<file path="src/wav_header_parse_sample_unpack_unit_defines.svh">
// assertion macros used by the wav parser core
`ifndef WAV_HEADER_PARSE_SAMPLE_UNPACK_UNIT_DEFINES_SVH
`define WAV_HEADER_PARSE_SAMPLE_UNPACK_UNIT_DEFINES_SVH

// same-cycle implication, disabled while reset is low
`define WAVHP_ASSERT_NOW(label, clk, rst_n, ante, cons, msg) \
    label: assert property (@(posedge clk) disable iff (!rst_n) (ante) |-> (cons)) \
        else $error(msg);

// next-cycle implication, disabled while reset is low
`define WAVHP_ASSERT_NEXT(label, clk, rst_n, ante, cons, msg) \
    label: assert property (@(posedge clk) disable iff (!rst_n) (ante) |=> (cons)) \
        else $error(msg);

`endif

</file>
<file path="src/wavhp_pkg.sv">
`default_nettype none

package wavhp_pkg;

    // fixed header layout
    localparam int unsigned HEADER_LEN       = 44;
    localparam int unsigned MAX_SAMPLE_BYTES = 4;

    localparam int unsigned POS_RIFF_SIZE = 4;
    localparam int unsigned POS_FMT_LO    = 20;
    localparam int unsigned POS_FMT_HI    = 21;
    localparam int unsigned POS_CHAN      = 22;
    localparam int unsigned POS_RATE      = 24;
    localparam int unsigned POS_BYTE_RATE = 28;
    localparam int unsigned POS_ALIGN     = 32;
    localparam int unsigned POS_BITS      = 34;
    localparam int unsigned POS_DATA_SIZE = 40;

    // "RIFF" as it arrives, first byte in the low lane
    localparam logic [31:0] RIFF_MAGIC = 32'h4646_4952;

    localparam int unsigned OUT_TDATA_W = 216;

    typedef enum logic [1:0] {
        PH_IDLE   = 2'd0,
        PH_HEADER = 2'd1,
        PH_DATA   = 2'd2,
        PH_DONE   = 2'd3
    } t_phase;

    typedef enum logic [1:0] {
        KIND_HEADER = 2'd0,
        KIND_SAMPLE = 2'd1,
        KIND_ERROR  = 2'd2
    } t_kind;

    typedef enum logic [2:0] {
        ERR_NONE      = 3'd0,
        ERR_NOT_RIFF  = 3'd1,
        ERR_NOT_PCM   = 3'd2,
        ERR_BAD_CHAN  = 3'd3,
        ERR_BAD_WIDTH = 3'd4
    } t_err;

    typedef struct packed {
        logic        valid;
        t_kind       kind;
        t_err        code;
        logic [31:0] riff_size;
        logic [15:0] channel_count;
        logic [31:0] sample_rate;
        logic [31:0] byte_rate;
        logic [15:0] block_align;
        logic [15:0] sample_bits;
        logic [31:0] payload_size;
        logic [31:0] sample_value;
        logic        sample_channel;
    } t_result;

endpackage

`default_nettype wire

</file>
<file path="src/wavhp_core.sv">
`default_nettype none
`include "wav_header_parse_sample_unpack_unit_defines.svh"

module wavhp_core
    import wavhp_pkg::*;
(
    input  wire logic    i_clk,
    input  wire logic    i_rst_n,
    input  wire logic    i_step,
    input  wire logic    [7:0] i_byte,
    input  wire logic    i_sof,
    output t_result      o_res
);

    t_phase      r_phase, n_phase, cur_phase;
    logic [5:0]  r_pos, n_pos, cur_pos;
    logic [23:0] r_shift, n_shift, cur_shift;
    logic [31:0] r_riff, n_riff, cur_riff;
    logic [15:0] r_chan, n_chan, cur_chan;
    logic [31:0] r_rate, n_rate, cur_rate;
    logic [31:0] r_brate, n_brate, cur_brate;
    logic [15:0] r_align, n_align, cur_align;
    logic [15:0] r_bits, n_bits, cur_bits;
    logic [31:0] r_left, n_left, cur_left;
    logic [1:0]  r_idx, n_idx, cur_idx;
    logic        r_tog, n_tog, cur_tog;

    t_err        err;
    logic [31:0] sample;
    logic [2:0]  idx_inc;
    logic [12:0] width;

    always_comb begin
        // start of file restarts everything with this byte as header byte 0
        if (i_sof) begin
            cur_phase = PH_HEADER;
            cur_pos   = '0;
            cur_shift = '0;
            cur_riff  = '0;
            cur_chan  = '0;
            cur_rate  = '0;
            cur_brate = '0;
            cur_align = '0;
            cur_bits  = '0;
            cur_left  = '0;
            cur_idx   = '0;
            cur_tog   = 1'b0;
        end else begin
            cur_phase = r_phase;
            cur_pos   = r_pos;
            cur_shift = r_shift;
            cur_riff  = r_riff;
            cur_chan  = r_chan;
            cur_rate  = r_rate;
            cur_brate = r_brate;
            cur_align = r_align;
            cur_bits  = r_bits;
            cur_left  = r_left;
            cur_idx   = r_idx;
            cur_tog   = r_tog;
        end

        n_phase = cur_phase;
        n_pos   = cur_pos;
        n_shift = cur_shift;
        n_riff  = cur_riff;
        n_chan  = cur_chan;
        n_rate  = cur_rate;
        n_brate = cur_brate;
        n_align = cur_align;
        n_bits  = cur_bits;
        n_left  = cur_left;
        n_idx   = cur_idx;
        n_tog   = cur_tog;

        err     = ERR_NONE;
        width   = '0;
        sample  = {8'h00, cur_shift} | (32'(i_byte) << {cur_idx, 3'b000});
        idx_inc = {1'b0, cur_idx} + 3'd1;
        o_res   = '0;

        case (cur_phase)
            PH_HEADER: begin
                n_pos = cur_pos + 6'd1;
                case (cur_pos) inside
                    [0:3]: begin
                        if (i_byte != RIFF_MAGIC[{cur_pos[1:0], 3'b000} +: 8]) begin
                            err = ERR_NOT_RIFF;
                        end
                    end
                    [POS_RIFF_SIZE:POS_RIFF_SIZE+3]: begin
                        n_riff[{cur_pos[1:0], 3'b000} +: 8] = i_byte;
                    end
                    POS_FMT_LO: begin
                        n_shift = {16'h0000, i_byte};
                    end
                    POS_FMT_HI: begin
                        if (cur_shift != 24'd1 || i_byte != 8'd0) begin
                            err = ERR_NOT_PCM;
                        end
                        n_shift = '0;
                    end
                    [POS_CHAN:POS_CHAN+1]: begin
                        n_chan[{cur_pos[0], 3'b000} +: 8] = i_byte;
                        if (cur_pos == 6'(POS_CHAN + 1) && n_chan != 16'd1
                                && n_chan != 16'd2) begin
                            err = ERR_BAD_CHAN;
                        end
                    end
                    [POS_RATE:POS_RATE+3]: begin
                        n_rate[{cur_pos[1:0], 3'b000} +: 8] = i_byte;
                    end
                    [POS_BYTE_RATE:POS_BYTE_RATE+3]: begin
                        n_brate[{cur_pos[1:0], 3'b000} +: 8] = i_byte;
                    end
                    [POS_ALIGN:POS_ALIGN+1]: begin
                        n_align[{cur_pos[0], 3'b000} +: 8] = i_byte;
                    end
                    [POS_BITS:POS_BITS+1]: begin
                        n_bits[{cur_pos[0], 3'b000} +: 8] = i_byte;
                        width = n_bits[15:3];
                        if (cur_pos == 6'(POS_BITS + 1) && (width == 13'd0
                                || width > 13'(MAX_SAMPLE_BYTES))) begin
                            err = ERR_BAD_WIDTH;
                        end
                    end
                    [POS_DATA_SIZE:POS_DATA_SIZE+3]: begin
                        n_left[{cur_pos[1:0], 3'b000} +: 8] = i_byte;
                    end
                    default: ;
                endcase

                if (err != ERR_NONE) begin
                    o_res.valid = 1'b1;
                    o_res.kind  = KIND_ERROR;
                    o_res.code  = err;
                    n_phase     = PH_DONE;
                    n_pos       = cur_pos;
                end else if (cur_pos == 6'(HEADER_LEN - 1)) begin
                    o_res.valid         = 1'b1;
                    o_res.kind          = KIND_HEADER;
                    o_res.riff_size     = n_riff;
                    o_res.channel_count = n_chan;
                    o_res.sample_rate   = n_rate;
                    o_res.byte_rate     = n_brate;
                    o_res.block_align   = n_align;
                    o_res.sample_bits   = n_bits;
                    o_res.payload_size  = n_left;
                    n_shift             = '0;
                    n_idx               = '0;
                    n_tog               = 1'b0;
                    n_phase             = (n_left != 32'd0) ? PH_DATA : PH_DONE;
                end
            end
            PH_DATA: begin
                n_left = cur_left - 32'd1;
                // width was checked in range, so bits [5:3] hold it exactly
                if (idx_inc == cur_bits[5:3]) begin
                    o_res.valid          = 1'b1;
                    o_res.kind           = KIND_SAMPLE;
                    o_res.sample_value   = sample;
                    o_res.sample_channel = cur_tog;
                    n_shift              = '0;
                    n_idx                = '0;
                    if (cur_chan == 16'd2) begin
                        n_tog = ~cur_tog;
                    end
                end else begin
                    n_shift = sample[23:0];
                    n_idx   = idx_inc[1:0];
                end
                if (n_left == 32'd0) begin
                    n_phase = PH_DONE;
                end
            end
            default: ;
        endcase

        if (!i_step) begin
            o_res.valid = 1'b0;
        end
    end

    always_ff @(posedge i_clk) begin
        if (!i_rst_n) begin
            r_phase <= PH_IDLE;
            r_pos   <= '0;
            r_idx   <= '0;
            r_tog   <= 1'b0;
        end else if (i_step) begin
            r_phase <= n_phase;
            r_pos   <= n_pos;
            r_idx   <= n_idx;
            r_tog   <= n_tog;
        end
    end

    // captured header fields are cleared by start of file before first use
    always_ff @(posedge i_clk) begin
        if (i_step) begin
            r_shift <= n_shift;
            r_riff  <= n_riff;
            r_chan  <= n_chan;
            r_rate  <= n_rate;
            r_brate <= n_brate;
            r_align <= n_align;
            r_bits  <= n_bits;
            r_left  <= n_left;
        end
    end

    `WAVHP_ASSERT_NOW(a_hdr_pos_range, i_clk, i_rst_n, r_phase == PH_HEADER, r_pos < 6'(HEADER_LEN), "header position past end")
    `WAVHP_ASSERT_NOW(a_idx_below_width, i_clk, i_rst_n, r_phase == PH_DATA, {1'b0, r_idx} < r_bits[5:3], "sample byte index not below width")
    `WAVHP_ASSERT_NEXT(a_error_stops, i_clk, i_rst_n, o_res.valid && o_res.kind == KIND_ERROR, r_phase == PH_DONE, "parser not stopped after error")
    `WAVHP_ASSERT_NEXT(a_payload_end, i_clk, i_rst_n, i_step && !i_sof && r_phase == PH_DATA && r_left == 32'd1, r_phase == PH_DONE, "parser not stopped at end of payload")

endmodule

`default_nettype wire

</file>
<file path="src/wav_header_parse_sample_unpack_unit.sv">
`default_nettype none
// channel   | dir | handshake                     | contents
// ----------+-----+-------------------------------+---------------------------------------
// s_axis    | in  | s_axis_tvalid / s_axis_tready | file bytes, start of file in tuser
// m_axis    | out | m_axis_tvalid / m_axis_tready | header summary, sample or error
//
// one byte per cycle sustained while m_axis is ready; a result is offered on m_axis once its
// byte has passed the input register and the parse logic into the result register
// i_rst_n is synchronous and active low; after reset the parser ignores bytes until a
// start of file
// a stalled m_axis holds the result register; the input register then holds and
// s_axis_tready drops once both stages are full

module wav_header_parse_sample_unpack_unit
    import wavhp_pkg::*;
(
    input  wire logic                   i_clk,
    input  wire logic                   i_rst_n,
    input  wire logic                   s_axis_tvalid,
    output logic                        s_axis_tready,
    input  wire logic [7:0]             s_axis_tdata,   // [7:0] data_byte
    input  wire logic [0:0]             s_axis_tuser,   // [0] start_of_file
    output logic                        m_axis_tvalid,
    input  wire logic                   m_axis_tready,
    // [2:0] error_code, [34:3] riff_size, [50:35] channel_count, [82:51] sample_rate,
    // [114:83] byte_rate, [130:115] block_align, [146:131] sample_bits,
    // [178:147] payload_size, [210:179] sample_value, [211] sample_channel,
    // [215:212] zero
    output logic [OUT_TDATA_W-1:0]      m_axis_tdata,
    output logic [1:0]                  m_axis_tuser    // [1:0] result_kind
);

    // input register
    logic       r_in_valid;
    logic [7:0] r_in_byte;
    logic       r_in_sof;

    // result register
    t_result    r_out;
    t_result    core_res;

    logic       advance;

    // the input item moves into the parser when the result slot is free or draining
    assign advance       = r_in_valid && (!r_out.valid || m_axis_tready);
    assign s_axis_tready = !r_in_valid || advance;

    always_ff @(posedge i_clk) begin
        if (!i_rst_n) begin
            r_in_valid <= 1'b0;
        end else if (s_axis_tvalid && s_axis_tready) begin
            r_in_valid <= 1'b1;
        end else if (advance) begin
            r_in_valid <= 1'b0;
        end
    end

    always_ff @(posedge i_clk) begin
        if (s_axis_tvalid && s_axis_tready) begin
            r_in_byte <= s_axis_tdata;
            r_in_sof  <= s_axis_tuser[0];
        end
    end

    wavhp_core u_core (
        .i_clk   (i_clk),
        .i_rst_n (i_rst_n),
        .i_step  (advance),
        .i_byte  (r_in_byte),
        .i_sof   (r_in_sof),
        .o_res   (core_res)
    );

    // a parse step with no result leaves the slot empty
    always_ff @(posedge i_clk) begin
        if (!i_rst_n) begin
            r_out.valid <= 1'b0;
        end else if (advance) begin
            r_out <= core_res;
        end else if (m_axis_tready) begin
            r_out.valid <= 1'b0;
        end
    end

    assign m_axis_tvalid = r_out.valid;
    assign m_axis_tuser  = r_out.kind;
    assign m_axis_tdata  = {4'h0, r_out.sample_channel, r_out.sample_value,
                            r_out.payload_size, r_out.sample_bits, r_out.block_align,
                            r_out.byte_rate, r_out.sample_rate, r_out.channel_count,
                            r_out.riff_size, r_out.code};

endmodule

`default_nettype wire

</file>
<file path="config.mk">
export PLATFORM = sky130hd
export DESIGN_NAME = wav_header_parse_sample_unpack_unit
export DESIGN_NICKNAME = d
export VERILOG_FILES = /design/src/wavhp_pkg.sv /design/src/wavhp_core.sv /design/src/wav_header_parse_sample_unpack_unit.sv
export VERILOG_INCLUDE_DIRS = /design/src /design/src/src
export SDC_FILE = /design/constraint.sdc
export NUM_CORES = 1
export LEC_CHECK = 0
export ABC_AREA = 1
export BUFFER_PORTS_ARGS = -buffer_cell sky130_fd_sc_hd__clkbuf_2
export CAP_MARGIN = 30
export CORE_MARGIN = 4
export CORE_UTILIZATION = 34
export CTS_BUF_LIST = sky130_fd_sc_hd__clkbuf_8
export DETAILED_ROUTE_END_ITERATION = 10
export HOLD_SLACK_MARGIN = 0.1
export PLACE_DENSITY_LB_ADDON = 0.2
export SYNTH_ARGS = -nofsm -noshare
export SYNTH_HDL_FRONTEND = slang
export SYNTH_SLANG_ARGS = --single-unit
export TNS_END_PERCENT = 5
</file>
<file path="constraint.sdc">
create_clock -name i_clk -period 27.1 [get_ports i_clk]
set_clock_uncertainty 0.05 [all_clocks]
set_input_delay 1.355 -clock i_clk [delete_from_list [all_inputs] [get_ports i_clk]]
set_output_delay 1.355 -clock i_clk [all_outputs]
set_load 0.03 [all_outputs]
</file>
=== After elaboration in Yosys (flattened, before gate mapping) ===
Index checks and enable logic that the tools add are counted.

* Add/sub/neg operators: 5
* $lt $le $gt $ge: 17
* Equality and inequality tests: 13
* Shift operators: 6
* Mux-type cells: 120
* Bitwise gates (word level): 4
* Reductions and logical operators: 30

{| class="wikitable"
|+ Operators by type and width
! kind !! number
|-
| 2-to-1 mux 32 bit || 33
|-
| 2-to-1 mux 16 bit || 28
|-
| 2-to-1 mux 24 bit || 8
|-
| bitwise mux 32 bit || 4
|-
| one-hot mux 32 bit (2 select lines) || 1
|-
| bitwise mux 16 bit || 3
|-
| one-hot mux 24 bit (2 select lines) || 1
|-
| 2-to-1 mux 3 bit || 14
|-
| logical NOT 32 bit || 1
|-
| OR 24 x 32 -> 32 bit || 1
|-
| nonzero test 32 bit || 1
|-
| variable shift 8 x 7 -> 32 bit (first input constant) || 1
|-
| indexed part select 32 x 6 -> 8 bit (first input constant) || 1
|-
| indexed part select 8 x 7 -> 32 bit || 1
|-
| left shift 8 x 5 -> 32 bit || 1
|-
| subtractor 32 x 1 -> 32 bit (second input constant) || 1
|-
| inequality test 24 x 1 -> 1 bit (second input constant) || 1
|-
| 2-to-1 mux 2 bit || 10
|-
| == test 6 x 5 -> 1 bit (second input constant) || 3
|-
| greater-or-equal comparator 6 x 5 -> 1 bit (second input constant) || 3
|-
| greater-or-equal comparator 6 bit (second input constant) || 3
|-
| <= comparator 6 x 5 -> 1 bit (second input constant) || 3
|-
| <= comparator 6 bit (second input constant) || 3
|-
| 2-to-1 mux 6 bit || 3
|-
| other kinds (33) || 66
|}

* Register bits: 436
* Bits of input ports: 13
* Output and inout bits: 220
* Logic and storage cells: 222

=== Logic depth before layout (Yosys ltp) ===
* Depth after elaboration: 22
* Gate-level depth with buffers: 21
* Gate-level depth less buffers: 19

=== Hierarchy ===
Synthesis repeated with hierarchy kept, for this count alone.

* Cells, all modules: 2602
* Area total of the unflattened synthesis: 22476.6 µm²

{| class="wikitable"
|+ Modules (own cells, without submodules)
! module !! times used !! cells each !! area an instance (µm²) !! sequential area each (µm²)
|-
| wavhp_core || 1 || 2359 || 15645.0 || 6226.0
|-
| wav_header_parse_sample_unpack_unit || 1 || 243 || 6831.6 || 6736.5
|}

=== Least setup slack after synthesis ===
OpenSTA, ideal clock, no wires.

* Kind: input-to-reg
* Start: input m_axis_tready
* End: register r_out (netlist bit m_axis_tdata[0]), enable pin
* Setup time: 0.793 ns
* Data arrival time: 10.698 ns
* Required time: 26.257 ns
* Setup slack: 15.558 ns
* Stages on the path: 5
* Path through: inv_1 > nand2_1 > nand2_1 > clkbuf_1 > nor2_1

* Cells in the longest elaborated chain, start to end: 3

{| class="wikitable"
|+ RTL lines
! element !! RTL line !! RTL
|-
| from (decl) || wav_header_parse_sample_unpack_unit.sv:24 || <nowiki>input wire logic m_axis_tready,</nowiki>
|-
| logical OR 1 bit || wav_header_parse_sample_unpack_unit.sv:45 || <nowiki>assign advance = r_in_valid && (!r_out.valid || m_axis_tready);</nowiki>
|-
| logical AND 1 bit || wav_header_parse_sample_unpack_unit.sv:45 ||
|-
| AND reduction 2 bit (no source line) || - ||
|-
| to (signal assigned) || wav_header_parse_sample_unpack_unit.sv:79 || <nowiki>r_out <= core_res;</nowiki>
|-
| to (decl) || wav_header_parse_sample_unpack_unit.sv:39 || <nowiki>t_result r_out;</nowiki>
|}

Every way passes these cells.
A chain may end at the register's enable or synchronous reset.

=== Worst setup path after layout ===
* Start: register r_in_sof
* End: register u_core.r_phase[0]

* Cells in the longest elaborated chain, start to end: 21

{| class="wikitable"
|+ RTL lines
! element !! RTL line !! RTL
|-
| from (decl) || wav_header_parse_sample_unpack_unit.sv:36 || <nowiki>logic r_in_sof;</nowiki>
|-
| from (signal assigned) || wav_header_parse_sample_unpack_unit.sv:61 || <nowiki>r_in_sof <= s_axis_tuser[0];</nowiki>
|-
| 2-to-1 mux 6 bit || wavhp_core.sv:35 || <nowiki>if (i_sof) begin</nowiki>
|-
| negator 4 -> 6 bit || wavhp_core.sv:104, wavhp_core.sv:120 ||
|-
| indexed part select 8 x 6 -> 16 bit or variable shift 8 x 6 -> 16 bit (tied branches) || wavhp_core.sv:104, wavhp_core.sv:120 ||
|-
| bitwise mux 16 bit || wavhp_core.sv:120 || <nowiki>n_bits[{cur_pos[0], 3'b000} +: 8] = i_byte;</nowiki>
|-
| > comparator 13 x 3 -> 1 bit or logical NOT 13 bit (tied branches) || wavhp_core.sv:123, wavhp_core.sv:122 ||
|-
| logical OR 1 bit || wavhp_core.sv:123 || <nowiki>|| width > 13'(MAX_SAMPLE_BYTES))) begin</nowiki>
|-
| logical AND 1 bit || wavhp_core.sv:122 || <nowiki>if (cur_pos == 6'(POS_BITS + 1) && (width == 13'd0</nowiki>
|-
| 2-to-1 mux 3 bit || wavhp_core.sv:122 ||
|-
| 2-to-1 mux 3 bit (9 in series) || wavhp_core.sv:85 || <nowiki>case (cur_pos) inside</nowiki>
|-
| 2-to-1 mux 3 bit || wavhp_core.sv:82 || <nowiki>case (cur_phase)</nowiki>
|-
| nonzero test 3 bit || wavhp_core.sv:133 || <nowiki>if (err != ERR_NONE) begin</nowiki>
|-
| 2-to-1 mux 2 bit || wavhp_core.sv:133 ||
|-
| one-hot mux 2 bit (2 select lines) (*) || wavhp_core.sv:82 ||
|-
| to (signal assigned) || wavhp_core.sv:191 || <nowiki>r_phase <= n_phase;</nowiki>
|-
| to (decl) || wavhp_core.sv:15 || <nowiki>t_phase r_phase, n_phase, cur_phase;</nowiki>
|}

Mark *: on every way between the ends. The rest lies on a longest branch, timed or not. The select of a mux whose other input is x is not followed.

==> flow_summary.ini <==
[timing]
fin_ws_ns = 22.29
fin_crit_sh = 0.1776
grt_setup_unrepaired = no
fmax_ghz = 0.2078
setup_tns_ns = 0
slew_headroom = 0.3387
setup_violations = 0
finalCriticalPeriod_ns = 4.813
hold_violations = 0
finalMaxSlewViolations = 0
tightest_slew_ns = 0.9895

[cts]
clk_pin_slew_worst_paths_ns = 0.06
post-cts-setup-buffers = 0
cts_hold_buffers = 0
clock_path_buffers = 3
cts_tree = built
clkSinkCount = 436
cts-resized-gates = 0
root_buffer = clkbuf_8
htree_levels = 3
cts_inserted_buffers = 78
insertion_delay_ns = 0.70

[final_layout]
fillers = 6692
final_cell_count_no_fill = 3706
drive_above_1_share = 0.1580
final_cell_area_um2 = 26170
post-route-util = 0.3952
final_common_cell = nand2_1
layout_common_cells = nand2_1 (547), edfxtp_1 (423), nor2_1 (395)
area_growth_pct = 14.51
fin_nets = 2803

[place]
dpl_worst_slack_ns = 22.42
port_buffers = 228
dp_hpwl_mm = 57.03
placedCellCount = 3564
postPlaceCellArea_um2 = 24680
finalWeightedCongestion = 0.9609

[drt]
routed_wl_mm = 81.03
vias = 19890
ant_nets = 0
routedWlPerCell_um = 21.86
drc_errors = 0
first_pass_iters = 6
vias_per_cell = 5.368
drt_iter0_markers = 1949

[critical_path]
cpMostUsedCell = nand2_1
worstPathRequired_ns = 27.58
start_kind = flip-flop
crit_chain = buf_4 -> inv_8 -> buf_4 -> nand2_2 -> ha_1 -> nor2_1 -> inv_1 -> nor2_1 -> nand2_1 -> o21ai_0 -> inv_1 -> nand2_1 -> nor2_1 -> nand3_1 -> nor2_1 -> nand2_1 -> nand2_1 -> nand2_1 -> nand2_1 -> nand2_1 -> a21oi_1
max_stage_delay_ns = 0.78
end_kind = flip-flop
critical_path_peak_fanout = 103
crit_buf_inv = 5
cp_slowest_cell = buf_4
arrival_ns = 5.29
critPathKind = flip-flop to flip-flop
crit_family = simple AND/OR/NAND/NOR gates

[worst_hold_path]
hold_path_class = flip-flop to flip-flop

[run]
cap_viol_max_count = 0

[grt]
grt_max_degree = 113
grt_pass1_wl_mm = 118.9
antenna_found_initial = 2
overflow = 0
grtUsageTotal = 0.2186
grt_pass1_vias = 18790

[synthesis]
synth_edf_count = 423
syn_area_um2 = 22850
synth_area_leaders = edfxtp_1 (56%), nand2_1 (9.0%), o21ai_0 (7.7%), nor2_1 (6.5%), nand3_1 (3.7%)
synth-async-reset-ratio = 0
synth_top_area_cell = edfxtp_1
synth_ff_type = edfxtp_1
synth.distinct_cells = 48
syn_inst = 2598
synth_top_area_share = 0.5558
seq_area_frac_synth = 0.5672
synth_warnings = 0
synth_area_per_cell_um2 = 8.796
synth-seq-cells = 436

[floorplanning]
initial_core_util = 0.3451
rows = 94
dieArea_um2 = 71420
die_width_um = 267.3
io_pins = 233
die_height_um = 267.3
core_um2 = 66220

[power_and_ir_drop]
p_leak_nw = 9.781
ir_drop_mv = 0.03120
power.density_nw_per_um2 = 59.78

[run_status]
status = finished clean
[cell usage after synthesis, types with 19 or more instances]
| cell | count |
|---|---|
| nand2_1 | 548 |
| edfxtp_1 | 423 |
| nor2_1 | 397 |
| o21ai_0 | 350 |
| inv_1 | 185 |
| nand3_1 | 170 |
| clkbuf_1 | 100 |
| a21oi_1 | 66 |
| o211ai_1 | 39 |
| nor3_1 | 34 |
| a31oi_1 | 26 |
| o21ai_1 | 23 |
| buf_1 | 21 |
| nand2_2 | 19 |
| nor2_2 | 19 |
[final timing paths]
| kind | startpoint | to | slack (ns) | cells past startpoint |
|---|---|---|---|---|
| max reg2reg | r_in_sof$_DFFE_PP_ | u_core.r_phase[0]$_SDFFE_PN0P_ | 22.29 | 21 |
| max | r_in_sof$_DFFE_PP_ | u_core.r_phase[0]$_SDFFE_PN0P_ | 22.29 | 21 |
| min reg2reg | u_core.r_tog$_SDFFE_PN0P_ | u_core.r_tog$_SDFFE_PN0P_ | 0.42 | 2 |
| min | u_core.r_tog$_SDFFE_PN0P_ | u_core.r_tog$_SDFFE_PN0P_ | 0.42 | 2 |
[cell type report]
cell class	count	area, um2	share of cell area
sequential	436	12960	0.4954
multi-input combinational	1809	8453	0.3230
timing repair buffer	257	1479	0.05652
clock buffer	79	1087	0.04155
tap	864	1081	0.04131
inverter	201	770.7	0.02945
clock inverter	59	331.6	0.01267
antenna	1	2.502	0.00009563
[cells by family (layout without fill, tap and decap cells)]
group	Yosys count	count (layout)	share of synthesized area
XOR/XNOR	11	11	0.004216
AND/OR/NAND/NOR	1241	1241	0.2297
other	1	5	0.0001641
adder cells (fa/ha/maj)	7	7	0.003833
AO/OA/AOI/OAI	546	546	0.1304
flip-flops	436	436	0.5672
buffers and inverters	356	596	0.06444
[stage by stage]
step / power [mW] / hold slack [ns]
5_1_grt: 1.630 / 0.4402
4_1_cts: 1.580 / 0.4167
6_report: 1.564 / 0.4181
3_3_place_gp: 0.9913 / 0.4026
2_1_floorplan: 0.9389 / 0.3938
3_5_place_dp: 0.9949 / 0.4071
[routing by layer]
layer	up-vias	wire length [um]	global-route usage
li1	9271	-	-
met1	9559	35550	0.3026
met2	900	36290	0.3405
met3	161	6426	0.04272
met4	2	2750	0.08409
met5	-	13	0
[report_power, final]
part	switching, mW	internal [mW]	total [mW]	leakage (nW)
clock	0.286	0.293	0.579	0.806
combinational	0.145	0.0482	0.193	5.10
sequential	0.0160	0.775	0.791	3.87
[registers in the layout, summed over array words and instances, names as in the netlist, 16 cells and up]
signal,count
m_axis_tdata,212
u_core.r_brate,32
u_core.r_left,32
u_core.r_rate,32
u_core.r_riff,32
u_core.r_shift,24
u_core.r_align,16
u_core.r_bits,16
u_core.r_chan,16
[worst reg2reg max path: cells and delay by family, from the launching register on]
kind	cells	cell delay (ns)
flip-flops	1	0.35
buffers and inverters	5	1.82
AND/OR/NAND/NOR	13	1.79
AO/OA/AOI/OAI	2	0.18
adder cells (fa/ha/maj)	1	0.47
No activity file was read; power rests on OpenSTA's default activity.
